`src/hw/rtl/csb_pkg.sv`:
```
`timescale 1ns / 1ps
`default_nettype none

package csb_pkg;

    // Storage geometry
    localparam int DEPTH      = 16;
    localparam int DATA_W     = 32;
    localparam int SLOT_W     = $clog2(DEPTH);
    localparam int COUNT_W    = $clog2(DEPTH + 1);
    localparam int CFG_ADDR_W = 3;
    localparam int CFG_DATA_W = 32;

    // Register indexes (byte address / 4)
    localparam logic REG_CAPACITY = 1'b0;

    // Operation codes
    typedef enum logic [2:0] {
        OP_PUSH_BACK  = 3'd0,
        OP_PUSH_FRONT = 3'd1,
        OP_ERASE      = 3'd2,
        OP_READ       = 3'd3,
        OP_INDEX_OF   = 3'd4
    } op_t;

    // Result status codes
    typedef enum logic [1:0] {
        ST_OK    = 2'd0,
        ST_FULL  = 2'd1,
        ST_RANGE = 2'd2
    } status_t;

    // Command transaction payload
    typedef struct packed {
        logic [2:0]               operation;
        logic signed [DATA_W-1:0] value;
        logic [3:0]               index;
        logic [3:0]               position;
    } cmd_item_t;

    // Response transaction payload
    typedef struct packed {
        logic [1:0]               status;
        logic signed [DATA_W-1:0] data_out;
        logic [3:0]               index_out;
        logic [COUNT_W-1:0]       count;
        logic                     is_empty;
    } rsp_item_t;

    // Ring memory access request
    typedef struct packed {
        logic              wr_en;
        logic [SLOT_W-1:0] wr_addr;
        logic [DATA_W-1:0] wr_data;
        logic              rd_en;
        logic [SLOT_W-1:0] rd_addr;
    } mem_req_t;

    // Configuration state seen by the controller
    typedef struct packed {
        logic [COUNT_W-1:0] capacity;
        logic               ptr_clear;
    } cfg_state_t;

endpackage

`default_nettype wire

```
`src/hw/rtl/csb_if.sv`:
```
`timescale 1ns / 1ps
`default_nettype none

// Command channel
interface csb_cmd_if;
    logic                 valid;
    logic                 ready;
    csb_pkg::cmd_item_t   item;

    modport source (output valid, output item, input ready);
    modport sink   (input valid, input item, output ready);
endinterface

// Response channel
interface csb_rsp_if;
    logic                 valid;
    logic                 ready;
    csb_pkg::rsp_item_t   item;

    modport source (output valid, output item, input ready);
    modport sink   (input valid, input item, output ready);
endinterface

`default_nettype wire

```
`src/hw/rtl/csb_ring_mem.sv`:
```
`timescale 1ns / 1ps
`default_nettype none

module csb_ring_mem
(
    input  wire logic                        clk,
    input  wire csb_pkg::mem_req_t           req,
    output logic [csb_pkg::DATA_W-1:0]       rd_data
);

    logic [csb_pkg::DATA_W-1:0] mem [csb_pkg::DEPTH];
    logic [csb_pkg::DATA_W-1:0] rd_data_reg;

    // Write port
    always_ff @(posedge clk)
    begin
        if (req.wr_en)
        begin
            mem[req.wr_addr] <= req.wr_data;
        end
    end

    // Read port, registered
    always_ff @(posedge clk)
    begin
        if (req.rd_en)
        begin
            rd_data_reg <= mem[req.rd_addr];
        end
    end

    assign rd_data = rd_data_reg;

endmodule

`default_nettype wire

```
`src/hw/rtl/csb_cfg.sv`:
```
`timescale 1ns / 1ps
`default_nettype none

module csb_cfg
(
    input  wire logic                                clk,
    input  wire logic                                rst_n,
    input  wire logic                                psel,
    input  wire logic                                penable,
    input  wire logic                                pwrite,
    input  wire logic [csb_pkg::CFG_ADDR_W-1:0]      paddr,
    input  wire logic [csb_pkg::CFG_DATA_W-1:0]      pwdata,
    output logic [csb_pkg::CFG_DATA_W-1:0]           prdata,
    output logic                                     pready,
    input  wire logic [csb_pkg::COUNT_W-1:0]         count,
    output csb_pkg::cfg_state_t                      cfg
);

    logic [csb_pkg::COUNT_W-1:0] capacity_reg;
    logic [csb_pkg::COUNT_W-1:0] capacity_next;
    logic [csb_pkg::COUNT_W-1:0] wr_val;
    logic                        reg_sel;
    logic                        wr_take;

    assign pready  = 1'b1;
    assign reg_sel = (paddr[2] == csb_pkg::REG_CAPACITY);

    // A capacity write only lands while the sequence is empty
    assign wr_take = psel && penable && pwrite && reg_sel && (count == '0);

    // Clamp written value into 1..DEPTH
    always_comb
    begin
        wr_val = pwdata[csb_pkg::COUNT_W-1:0];
        if (wr_val == '0)
        begin
            capacity_next = csb_pkg::COUNT_W'(1);
        end
        else if (wr_val > csb_pkg::COUNT_W'(csb_pkg::DEPTH))
        begin
            capacity_next = csb_pkg::COUNT_W'(csb_pkg::DEPTH);
        end
        else
        begin
            capacity_next = wr_val;
        end
    end

    always_ff @(posedge clk or negedge rst_n)
    begin
        if (!rst_n)
        begin
            capacity_reg <= csb_pkg::COUNT_W'(csb_pkg::DEPTH);
        end
        else if (wr_take)
        begin
            capacity_reg <= capacity_next;
        end
    end

    // Read-back
    assign prdata = reg_sel ? csb_pkg::CFG_DATA_W'(capacity_reg) : '0;

    assign cfg.capacity  = capacity_reg;
    assign cfg.ptr_clear = wr_take;

endmodule

`default_nettype wire

```
`src/hw/rtl/csb_ctrl.sv`:
```
`timescale 1ns / 1ps
`default_nettype none

module csb_ctrl
(
    input  wire logic                          clk,
    input  wire logic                          rst_n,
    csb_cmd_if.sink                            cmd,
    csb_rsp_if.source                          rsp,
    input  wire csb_pkg::cfg_state_t           cfg,
    output csb_pkg::mem_req_t                  mem_req,
    input  wire logic [csb_pkg::DATA_W-1:0]    mem_rd_data,
    output logic [csb_pkg::COUNT_W-1:0]        count
);

    localparam int SW = csb_pkg::SLOT_W;
    localparam int CW = csb_pkg::COUNT_W;

    typedef enum logic [2:0] {
        S_IDLE,
        S_EXEC,
        S_RDATA,
        S_ERASE_HEAD,
        S_SHIFT,
        S_DONE
    } state_t;

    state_t                      state_reg,  state_next;
    logic [2:0]                  op_reg,     op_next;
    logic [csb_pkg::DATA_W-1:0]  val_reg,    val_next;
    logic [3:0]                  idx_reg,    idx_next;
    logic [3:0]                  pos_reg,    pos_next;
    logic [SW-1:0]               head_reg,   head_next;
    logic [SW-1:0]               tail_reg,   tail_next;
    logic [CW-1:0]               count_reg,  count_next;
    logic [3:0]                  cur_reg,    cur_next;
    logic [1:0]                  status_reg, status_next;
    logic [csb_pkg::DATA_W-1:0]  data_reg,   data_next;
    logic [3:0]                  ixo_reg,    ixo_next;
    logic                        out_valid_reg, out_valid_next;
    csb_pkg::rsp_item_t          out_item_reg,  out_item_next;

    logic [CW-1:0]               cap;
    logic [SW-1:0]               cap_m1;

    // Physical slot of a logical offset from head, modulo capacity
    function automatic logic [SW-1:0] ring_slot(input logic [SW-1:0] base,
                                                input logic [CW-1:0] offs,
                                                input logic [CW-1:0] capv);
        logic [CW:0] sum;
        sum = (CW+1)'(base) + (CW+1)'(offs);
        if (sum >= (CW+1)'(capv))
        begin
            sum = sum - (CW+1)'(capv);
        end
        return sum[SW-1:0];
    endfunction

    assign cap    = cfg.capacity;
    assign cap_m1 = SW'(cap - CW'(1));

    assign cmd.ready = (state_reg == S_IDLE);
    assign rsp.valid = out_valid_reg;
    assign rsp.item  = out_item_reg;
    assign count     = count_reg;

    // Sequencer: erase reads one entry ahead of the write, so a read never
    // hits a slot that is still waiting to be written.
    always_comb
    begin
        state_next     = state_reg;
        op_next        = op_reg;
        val_next       = val_reg;
        idx_next       = idx_reg;
        pos_next       = pos_reg;
        head_next      = head_reg;
        tail_next      = tail_reg;
        count_next     = count_reg;
        cur_next       = cur_reg;
        status_next    = status_reg;
        data_next      = data_reg;
        ixo_next       = ixo_reg;
        out_valid_next = out_valid_reg;
        out_item_next  = out_item_reg;
        mem_req        = '0;

        // Output register drains independently
        if (out_valid_reg && rsp.ready)
        begin
            out_valid_next = 1'b0;
        end

        case (state_reg)
            S_IDLE:
            begin
                if (cmd.valid)
                begin
                    op_next     = cmd.item.operation;
                    val_next    = cmd.item.value;
                    idx_next    = cmd.item.index;
                    pos_next    = cmd.item.position;
                    status_next = csb_pkg::ST_OK;
                    data_next   = '0;
                    ixo_next    = '0;
                    state_next  = S_EXEC;
                end
            end

            S_EXEC:
            begin
                state_next = S_DONE;
                case (op_reg)
                    csb_pkg::OP_PUSH_BACK:
                    begin
                        if (count_reg >= cap)
                        begin
                            status_next = csb_pkg::ST_FULL;
                        end
                        else
                        begin
                            mem_req.wr_en   = 1'b1;
                            mem_req.wr_addr = tail_reg;
                            mem_req.wr_data = val_reg;
                            tail_next       = ring_slot(tail_reg, CW'(1), cap);
                            count_next      = count_reg + CW'(1);
                        end
                    end
                    csb_pkg::OP_PUSH_FRONT:
                    begin
                        if (count_reg >= cap)
                        begin
                            status_next = csb_pkg::ST_FULL;
                        end
                        else
                        begin
                            head_next       = (head_reg == '0) ? cap_m1
                                                               : head_reg - SW'(1);
                            mem_req.wr_en   = 1'b1;
                            mem_req.wr_addr = head_next;
                            mem_req.wr_data = val_reg;
                            count_next      = count_reg + CW'(1);
                        end
                    end
                    csb_pkg::OP_ERASE, csb_pkg::OP_READ:
                    begin
                        if (CW'(idx_reg) >= count_reg)
                        begin
                            status_next = csb_pkg::ST_RANGE;
                        end
                        else
                        begin
                            mem_req.rd_en   = 1'b1;
                            mem_req.rd_addr = ring_slot(head_reg, CW'(idx_reg), cap);
                            state_next      = (op_reg == csb_pkg::OP_ERASE)
                                              ? S_ERASE_HEAD : S_RDATA;
                        end
                    end
                    csb_pkg::OP_INDEX_OF:
                    begin
                        if (CW'(pos_reg) >= cap)
                        begin
                            status_next = csb_pkg::ST_RANGE;
                        end
                        else if (pos_reg >= head_reg)
                        begin
                            ixo_next = pos_reg - head_reg;
                        end
                        else
                        begin
                            ixo_next = 4'(cap - CW'(head_reg) + CW'(pos_reg));
                        end
                    end
                    default:
                    begin
                    end
                endcase
            end

            S_RDATA:
            begin
                data_next  = mem_rd_data;
                state_next = S_DONE;
            end

            // Capture the erased value, start the shift if anything follows, else shrink the ring
            S_ERASE_HEAD:
            begin
                data_next = mem_rd_data;
                if (CW'(idx_reg) + CW'(1) < count_reg)
                begin
                    mem_req.rd_en   = 1'b1;
                    mem_req.rd_addr = ring_slot(head_reg, CW'(idx_reg) + CW'(1), cap);
                    cur_next        = idx_reg;
                    state_next      = S_SHIFT;
                end
                else
                begin
                    tail_next  = (tail_reg == '0) ? cap_m1 : tail_reg - SW'(1);
                    count_next = count_reg - CW'(1);
                    state_next = S_DONE;
                end
            end

            // Move entry cur+1 down into cur, prefetch cur+2
            S_SHIFT:
            begin
                mem_req.wr_en   = 1'b1;
                mem_req.wr_addr = ring_slot(head_reg, CW'(cur_reg), cap);
                mem_req.wr_data = mem_rd_data;
                if (CW'(cur_reg) + CW'(2) < count_reg)
                begin
                    mem_req.rd_en   = 1'b1;
                    mem_req.rd_addr = ring_slot(head_reg, CW'(cur_reg) + CW'(2), cap);
                    cur_next        = cur_reg + 4'd1;
                end
                else
                begin
                    tail_next  = (tail_reg == '0) ? cap_m1 : tail_reg - SW'(1);
                    count_next = count_reg - CW'(1);
                    state_next = S_DONE;
                end
            end

            // Hand the result to the output register once it is free
            S_DONE:
            begin
                if (!out_valid_reg || rsp.ready)
                begin
                    out_valid_next          = 1'b1;
                    out_item_next.status    = status_reg;
                    out_item_next.data_out  = data_reg;
                    out_item_next.index_out = ixo_reg;
                    out_item_next.count     = count_reg;
                    out_item_next.is_empty  = (count_reg == '0);
                    state_next              = S_IDLE;
                end
            end

            default:
            begin
                state_next = S_IDLE;
            end
        endcase

        // Capacity change rewinds the ring pointers
        if (cfg.ptr_clear)
        begin
            head_next = '0;
            tail_next = '0;
        end
    end

    always_ff @(posedge clk or negedge rst_n)
    begin
        if (!rst_n)
        begin
            state_reg     <= S_IDLE;
            op_reg        <= '0;
            val_reg       <= '0;
            idx_reg       <= '0;
            pos_reg       <= '0;
            head_reg      <= '0;
            tail_reg      <= '0;
            count_reg     <= '0;
            cur_reg       <= '0;
            status_reg    <= '0;
            data_reg      <= '0;
            ixo_reg       <= '0;
            out_valid_reg <= 1'b0;
            out_item_reg  <= '0;
        end
        else
        begin
            state_reg     <= state_next;
            op_reg        <= op_next;
            val_reg       <= val_next;
            idx_reg       <= idx_next;
            pos_reg       <= pos_next;
            head_reg      <= head_next;
            tail_reg      <= tail_next;
            count_reg     <= count_next;
            cur_reg       <= cur_next;
            status_reg    <= status_next;
            data_reg      <= data_next;
            ixo_reg       <= ixo_next;
            out_valid_reg <= out_valid_next;
            out_item_reg  <= out_item_next;
        end
    end

endmodule

`default_nettype wire

```
`src/hw/rtl/circular_sequence_buffer.sv`:
```
`timescale 1ns / 1ps
`default_nettype none

// Channel   Role      Handshake          Payload
// cmd       sink      valid/ready        operation, value, index, position
// rsp       source    valid/ready        status, data_out, index_out, count, is_empty
// apb       slave     psel/penable       capacity_in_use at byte address 0
//
// Insert, index-of and unknown codes pass through execute and done; read adds
// a read-data step. A read or erase with an index out of range skips to done.
// Erase captures the erased value, then shifts each entry behind it down one slot
// in a shift loop that moves one entry per cycle through the ring memory.
// Reset is immediate; the ring memory has no clearing pass.
// A finished result waits in the output register while the next command is
// taken; a stalled response only holds the sequencer at its final step.

module circular_sequence_buffer
(
    input  wire logic                                clk,
    input  wire logic                                rst_n,
    csb_cmd_if.sink                                  cmd,
    csb_rsp_if.source                                rsp,
    input  wire logic                                psel,
    input  wire logic                                penable,
    input  wire logic                                pwrite,
    input  wire logic [csb_pkg::CFG_ADDR_W-1:0]      paddr,
    input  wire logic [csb_pkg::CFG_DATA_W-1:0]      pwdata,
    output logic [csb_pkg::CFG_DATA_W-1:0]           prdata,
    output logic                                     pready
);

    csb_pkg::cfg_state_t             cfg;
    csb_pkg::mem_req_t               mem_req;
    logic [csb_pkg::DATA_W-1:0]      mem_rd_data;
    logic [csb_pkg::COUNT_W-1:0]     count;

    csb_cfg u_cfg
    (
        .clk     (clk),
        .rst_n   (rst_n),
        .psel    (psel),
        .penable (penable),
        .pwrite  (pwrite),
        .paddr   (paddr),
        .pwdata  (pwdata),
        .prdata  (prdata),
        .pready  (pready),
        .count   (count),
        .cfg     (cfg)
    );

    csb_ring_mem u_mem
    (
        .clk     (clk),
        .req     (mem_req),
        .rd_data (mem_rd_data)
    );

    csb_ctrl u_ctrl
    (
        .clk         (clk),
        .rst_n       (rst_n),
        .cmd         (cmd),
        .rsp         (rsp),
        .cfg         (cfg),
        .mem_req     (mem_req),
        .mem_rd_data (mem_rd_data),
        .count       (count)
    );

    // Element count never exceeds the capacity in use
    a_count_in_cap: assert property (@(posedge clk) disable iff (!rst_n)
        count <= cfg.capacity)
        else $error("element count above capacity");

    // A full status is only reported when the ring is at capacity
    a_full_at_cap: assert property (@(posedge clk) disable iff (!rst_n)
        (rsp.valid && (rsp.item.status == csb_pkg::ST_FULL))
            |-> (rsp.item.count == cfg.capacity))
        else $error("full status below capacity");

    // The shift loop never reads the slot it writes in the same cycle
    a_no_rw_clash: assert property (@(posedge clk) disable iff (!rst_n)
        (mem_req.wr_en && mem_req.rd_en) |-> (mem_req.wr_addr != mem_req.rd_addr))
        else $error("ring memory read and write collide");

    // One command in flight: ready drops after every accepted command
    a_one_in_flight: assert property (@(posedge clk) disable iff (!rst_n)
        (cmd.valid && cmd.ready) |=> !cmd.ready)
        else $error("command taken while busy");

endmodule

`default_nettype wire
```
`src/flat_wrapper.sv`:
```
// flat-port wrapper written by rule: the top's interface ports become plain ports
module circular_sequence_buffer_flat 
  (clk, rst_n, psel, penable, pwrite, paddr, pwdata, prdata, pready, cmd_valid, cmd_item, cmd_ready, rsp_valid, rsp_item, rsp_ready);
  csb_cmd_if cmd_i ();
  csb_rsp_if rsp_i ();
  input  wire logic clk;
  input  wire logic rst_n;
  input  wire logic psel;
  input  wire logic penable;
  input  wire logic pwrite;
  input  wire logic [csb_pkg::CFG_ADDR_W-1:0] paddr;
  input  wire logic [csb_pkg::CFG_DATA_W-1:0] pwdata;
  output logic [csb_pkg::CFG_DATA_W-1:0] prdata;
  output logic pready;
  input wire logic [$bits(cmd_i.valid)-1:0] cmd_valid;
  input wire logic [$bits(cmd_i.item)-1:0] cmd_item;
  output wire logic [$bits(cmd_i.ready)-1:0] cmd_ready;
  output wire logic [$bits(rsp_i.valid)-1:0] rsp_valid;
  output wire logic [$bits(rsp_i.item)-1:0] rsp_item;
  input wire logic [$bits(rsp_i.ready)-1:0] rsp_ready;
  assign cmd_i.valid = cmd_valid;
  assign cmd_i.item = cmd_item;
  assign cmd_ready = cmd_i.ready;
  assign rsp_valid = rsp_i.valid;
  assign rsp_item = rsp_i.item;
  assign rsp_i.ready = rsp_ready;
  circular_sequence_buffer u_core (.clk(clk), .rst_n(rst_n), .cmd(cmd_i), .rsp(rsp_i), .psel(psel), .penable(penable), .pwrite(pwrite), .paddr(paddr), .pwdata(pwdata), .prdata(prdata), .pready(pready));
endmodule
```
`config.mk`:
```
export PLATFORM = sky130hd
export DESIGN_NAME = circular_sequence_buffer_flat
export DESIGN_NICKNAME = d
export VERILOG_FILES = /design/src/hw/rtl/csb_pkg.sv /design/src/hw/rtl/csb_if.sv /design/src/hw/rtl/csb_ring_mem.sv /design/src/hw/rtl/csb_cfg.sv /design/src/hw/rtl/csb_ctrl.sv /design/src/hw/rtl/circular_sequence_buffer.sv /design/src/flat_wrapper.sv
export SDC_FILE = /design/constraint.sdc
export NUM_CORES = 1
export LEC_CHECK = 0
export ABC_AREA = 1
export BUFFER_PORTS_ARGS = -buffer_cell sky130_fd_sc_hd__buf_4
export CAP_MARGIN = 25
export CORE_MARGIN = 1.5
export CORE_UTILIZATION = 35
export CTS_BUF_LIST = sky130_fd_sc_hd__clkbuf_2 sky130_fd_sc_hd__clkbuf_4 sky130_fd_sc_hd__clkbuf_8
export CTS_CLUSTER_DIAMETER = 150
export DETAILED_ROUTE_END_ITERATION = 10
export PLACE_DENSITY = 0.56
export SLEW_MARGIN = 20
export SYNTH_ARGS = -nofsm -noshare
export SYNTH_HDL_FRONTEND = slang
export SYNTH_SLANG_ARGS = --single-unit
```
`constraint.sdc`:
```
create_clock -name clk -period 6.9 [get_ports clk]
set_clock_uncertainty 0.2 [all_clocks]
set_input_delay 1.38 -clock clk [delete_from_list [all_inputs] [get_ports clk]]
set_output_delay 1.38 -clock clk [all_outputs]
set_load 0.005 [all_outputs]
```
==> out/qor.yml <==
worst_setup_path:
  crit_fanout: 84
  crit_top_cell: "nand2_1"
  worst-path-buf-inv: 5
  crit_family: "buffers and inverters"
  arrival_ps: 5690
  startpoint_type: "flip-flop"
  required_ps: 7300
  endpoint_kind: "flip-flop"
  slowest_delay_ps: 660
  rr_startpoint: "u_core.u_ctrl.head_reg[1]"
  critical_path_class: "flip-flop to flip-flop"
  crit_chain: "inv_1 -> fa_1 -> inv_1 -> fa_1 -> inv_1 -> nand2_1 -> nand3_1 -> nand2_1 -> nand2_1 -> nand2_1 -> nand3_2 -> nand2_1 -> nand3_1 -> nand3_4 -> inv_4 -> buf_12 -> nand3_1 -> nand3_1 -> nand3_1 -> nand2_1"
  reg2reg_slack_ps: 1620
  rr_endpoint: "u_core.u_mem.rd_data[3]"
  r2r_cells: 20
  slowest_stage: "fa_1"
timing:
  fin_setup_tns_ps: 0
  worst_pin_slew_ps: 1060
  setup_viol: 0
  rsz0062_at_grt: "no"
  final-hold-violation-count: 0
  drv_slew: 0
  fin_ws_ps: 1620
  timing.final.crit_share_pct: 76.5
  slew_headroom_pct: 29.4
  finalCriticalPeriod_ps: 5280
  fmax_ghz: 0.189
finish:
  nFillCells: 9277
  fin_nets: 3648
  largest-register: "u_core.u_mem.mem"
  largest_register_ff_count: 512
  syn_to_final_growth_pct: 13.8
  drive_gt1_share_pct: 13.7
detailed_routing:
  vias: 24200
  drc: 0
  final_antenna_net_count: 0
  wl_per_cell_um: 19.5
  drt_iter0_drc: 2161
  drt_pass1_iterations: 6
  drt_wl_total_mm: 94.4
  vias_per_cell: 5.00
global_route:
  use_met1_pct: 26.3
  grt-busiest-layer: "met2"
  grt_first_pass_wirelength_mm: 143
  first_global_vias: 23200
  grt_max_degree: 183
  antenna_found_initial: 2
  grt_overflow: 0
  globalRouteTotalUtil_pct: 19.1
  met3_usage_pct: 3.11
  met2_usage_pct: 30.9
logic_synthesis:
  synthCells: 3357
  synth_cell_types: 47
  seq_area_frac_synth_pct: 59.7
  synth_warnings: 0
  synth_top_flop_cell: "edfxtp_1"
  netlist_area_sq_mm: 0.0337
  synth_area_per_cell_sq_um: 10.0
  synth-seq-cells: 695
  async_reset_ff_share_pct: 21.7
  synth-edff-count: 544
hold_path:
  hold_class: "flip-flop to flip-flop"
  hold-path-endpoint: "u_core.u_ctrl.rsp.item[43]"
  holdCritStartpoint: "u_core.u_ctrl.rsp.item[43]"
  hold-path-cell-count: 2
outcome:
  status: "finished, final reports clean"
floorplanning:
  top_level_ports: 164
  rows: 113
  coreArea_sq_mm: 0.0953
  dieArea_sq_mm: 0.0982
  die_h_um: 313
  dieWidth_um: 313
  start_util_pct: 35.4
placed_design:
  finalWeightedCongestion: 0.835
  post-place-ws_ps: 1630
  dpl.hpwl_mm: 51.2
  io_buffers: 106
clock_network:
  cts_tree: "built"
  clk_pin_slew_ps: 60
  clk_latency_ps: 770
  cts_resized: 0
  htreeDepth: 3
  cts_setup_buffers: 0
  root_buffer: "clkbuf_8"
  hold_buffers: 0
  clockBufferDepth: 3
  cts_sinks: 695
  cts_buffers: 116
run:
  drv_cap: 0
==> logic make-up (layout without fill, tap and decap cells) <==
logic type / after synthesis / count (layout) / share of synthesized area [%]
AND/OR/NAND/NOR: 1347 / 1347 / 19.1
buffers and inverters: 908 / 1096 / 11.3
flip-flops: 695 / 695 / 59.7
AO/OA/AOI/OAI: 241 / 241 / 4.06
adder cells (fa/ha/maj): 93 / 93 / 3.76
multiplexers: 36 / 36 / 1.20
XOR/XNOR: 35 / 35 / 0.909
other: 2 / 30 / 0.0223
==> placed cells by master (no fill, tap or decap), types with 11 or more instances in the layout <==
cell      synthesis  final
inv_1           683    681
edfxtp_1        544    544
nand2_1         499    495
nand3_1         479    477
nand4_1         270    270
buf_4            35    176
dfrtp_1         150    150
clkbuf_8          0    128
o21ai_0         121    116
ha_1             79     79
nor2_1           74     57
clkbuf_4          0     57
a21oi_1          43     43
o22ai_1          37     37
mux2_2           36     36
conb_1            2     28
xor2_1           22     22
nor2_4            3     20
fa_1             14     14
xnor2_1          13     13
clkinv_1          0     13
clkinv_2          0     11
==> worst max-delay path by stage <==
stage,to,start,cells past startpoint,slack [ps]
after floorplan,u_core.u_mem.mem[0][0],u_core.u_ctrl.head_reg[0],17,2120
after global placement,u_core.u_mem.rd_data[26],u_core.u_ctrl.head_reg[1],20,1580
after detailed placement,u_core.u_mem.mem[14][25],u_core.u_ctrl.head_reg[1],14,1630
after CTS,u_core.u_mem.mem[14][24],u_core.u_ctrl.head_reg[1],14,1590
after global routing,u_core.u_mem.rd_data[3],u_core.u_ctrl.head_reg[1],20,1280
final,u_core.u_mem.rd_data[3],u_core.u_ctrl.head_reg[1],20,1620
==> synth_stat cells (2+ instances only) <==
cell type  number  share of area, %
a211oi_1        4             0.089
a21oi_1        43              0.64
a31oi_1         5             0.093
buf_1           2             0.022
buf_2         127               1.9
buf_4          35              0.78
buf_6          16              0.53
clkbuf_1       35              0.39
conb_1          2             0.022
dfrtp_1       150                11
edfxtp_1      544                48
fa_1           14              0.83
ha_1           79               2.9
inv_1         683               7.6
inv_2          10              0.11
mux2_2         36               1.2
nand2_1       499               5.6
nand2_2         3             0.056
nand3_1       479               7.1
nand3_2         7              0.21
nand4_1       270               5.0
nor2_1         74              0.82
nor2_2          6              0.11
nor2_4          3              0.10
nor3_1          5             0.074
o2111ai_1       4              0.10
o211ai_1        8              0.18
o21a_1          4             0.089
o21ai_0       121               1.8
o221ai_1        3             0.078
o22ai_1        37              0.69
xnor2_1        13              0.34
xor2_1         22              0.57
==> worst register-to-register path, cell delays in order, from the launching register on <==
cell,delay (ps)
dfrtp_1,630
inv_1,310
fa_1,660
inv_1,120
fa_1,450
inv_1,60
nand2_1,60
nand3_1,80
nand2_1,50
nand2_1,50
nand2_1,80
nand3_2,120
nand2_1,70
nand3_1,120
nand3_4,370
inv_4,680
buf_12,530
nand3_1,180
nand3_1,90
nand3_1,130
nand2_1,100
==> area by class of cell <==
type / count / area (sq um) / share of cell area, %
diodes: 2 / 5.00 / 0.0130
clock buffers: 183 / 2170 / 5.67
clock inverters: 36 / 363 / 0.945
inverters: 693 / 2600 / 6.78
multi-input cells: 1780 / 10100 / 26.3
flip-flops and latches: 695 / 20100 / 52.4
well taps: 1265 / 1580 / 4.12
repair buffers: 184 / 1450 / 3.77
==> metal layers <==
metal  vias to the layer above  wire (um)
li1                      11500          -
met2                       773      44100
met1                     11700      42200
met4                         0       2130
met5                         -          0
met3                       152       6000
==> per-stage QoR <==
stage / instances / hold WS [ps] / utilization [%] / instance area (sq um)
final: 4838 / 276 / 40.3 / 38400
after global routing: 4837 / 281 / 40.3 / 38400
after CTS: 4833 / 243 / 40.2 / 38300
after detailed placement: 4614 / 264 / 37.6 / 35800
after global placement: 4614 / 267 / 37.6 / 35800
after floorplan: 3383 / 249 / - / 33800
Power is left out: the tool's default activity adds up to more than one toggle a clock period on the data nets, which glitch-free logic cannot reach.
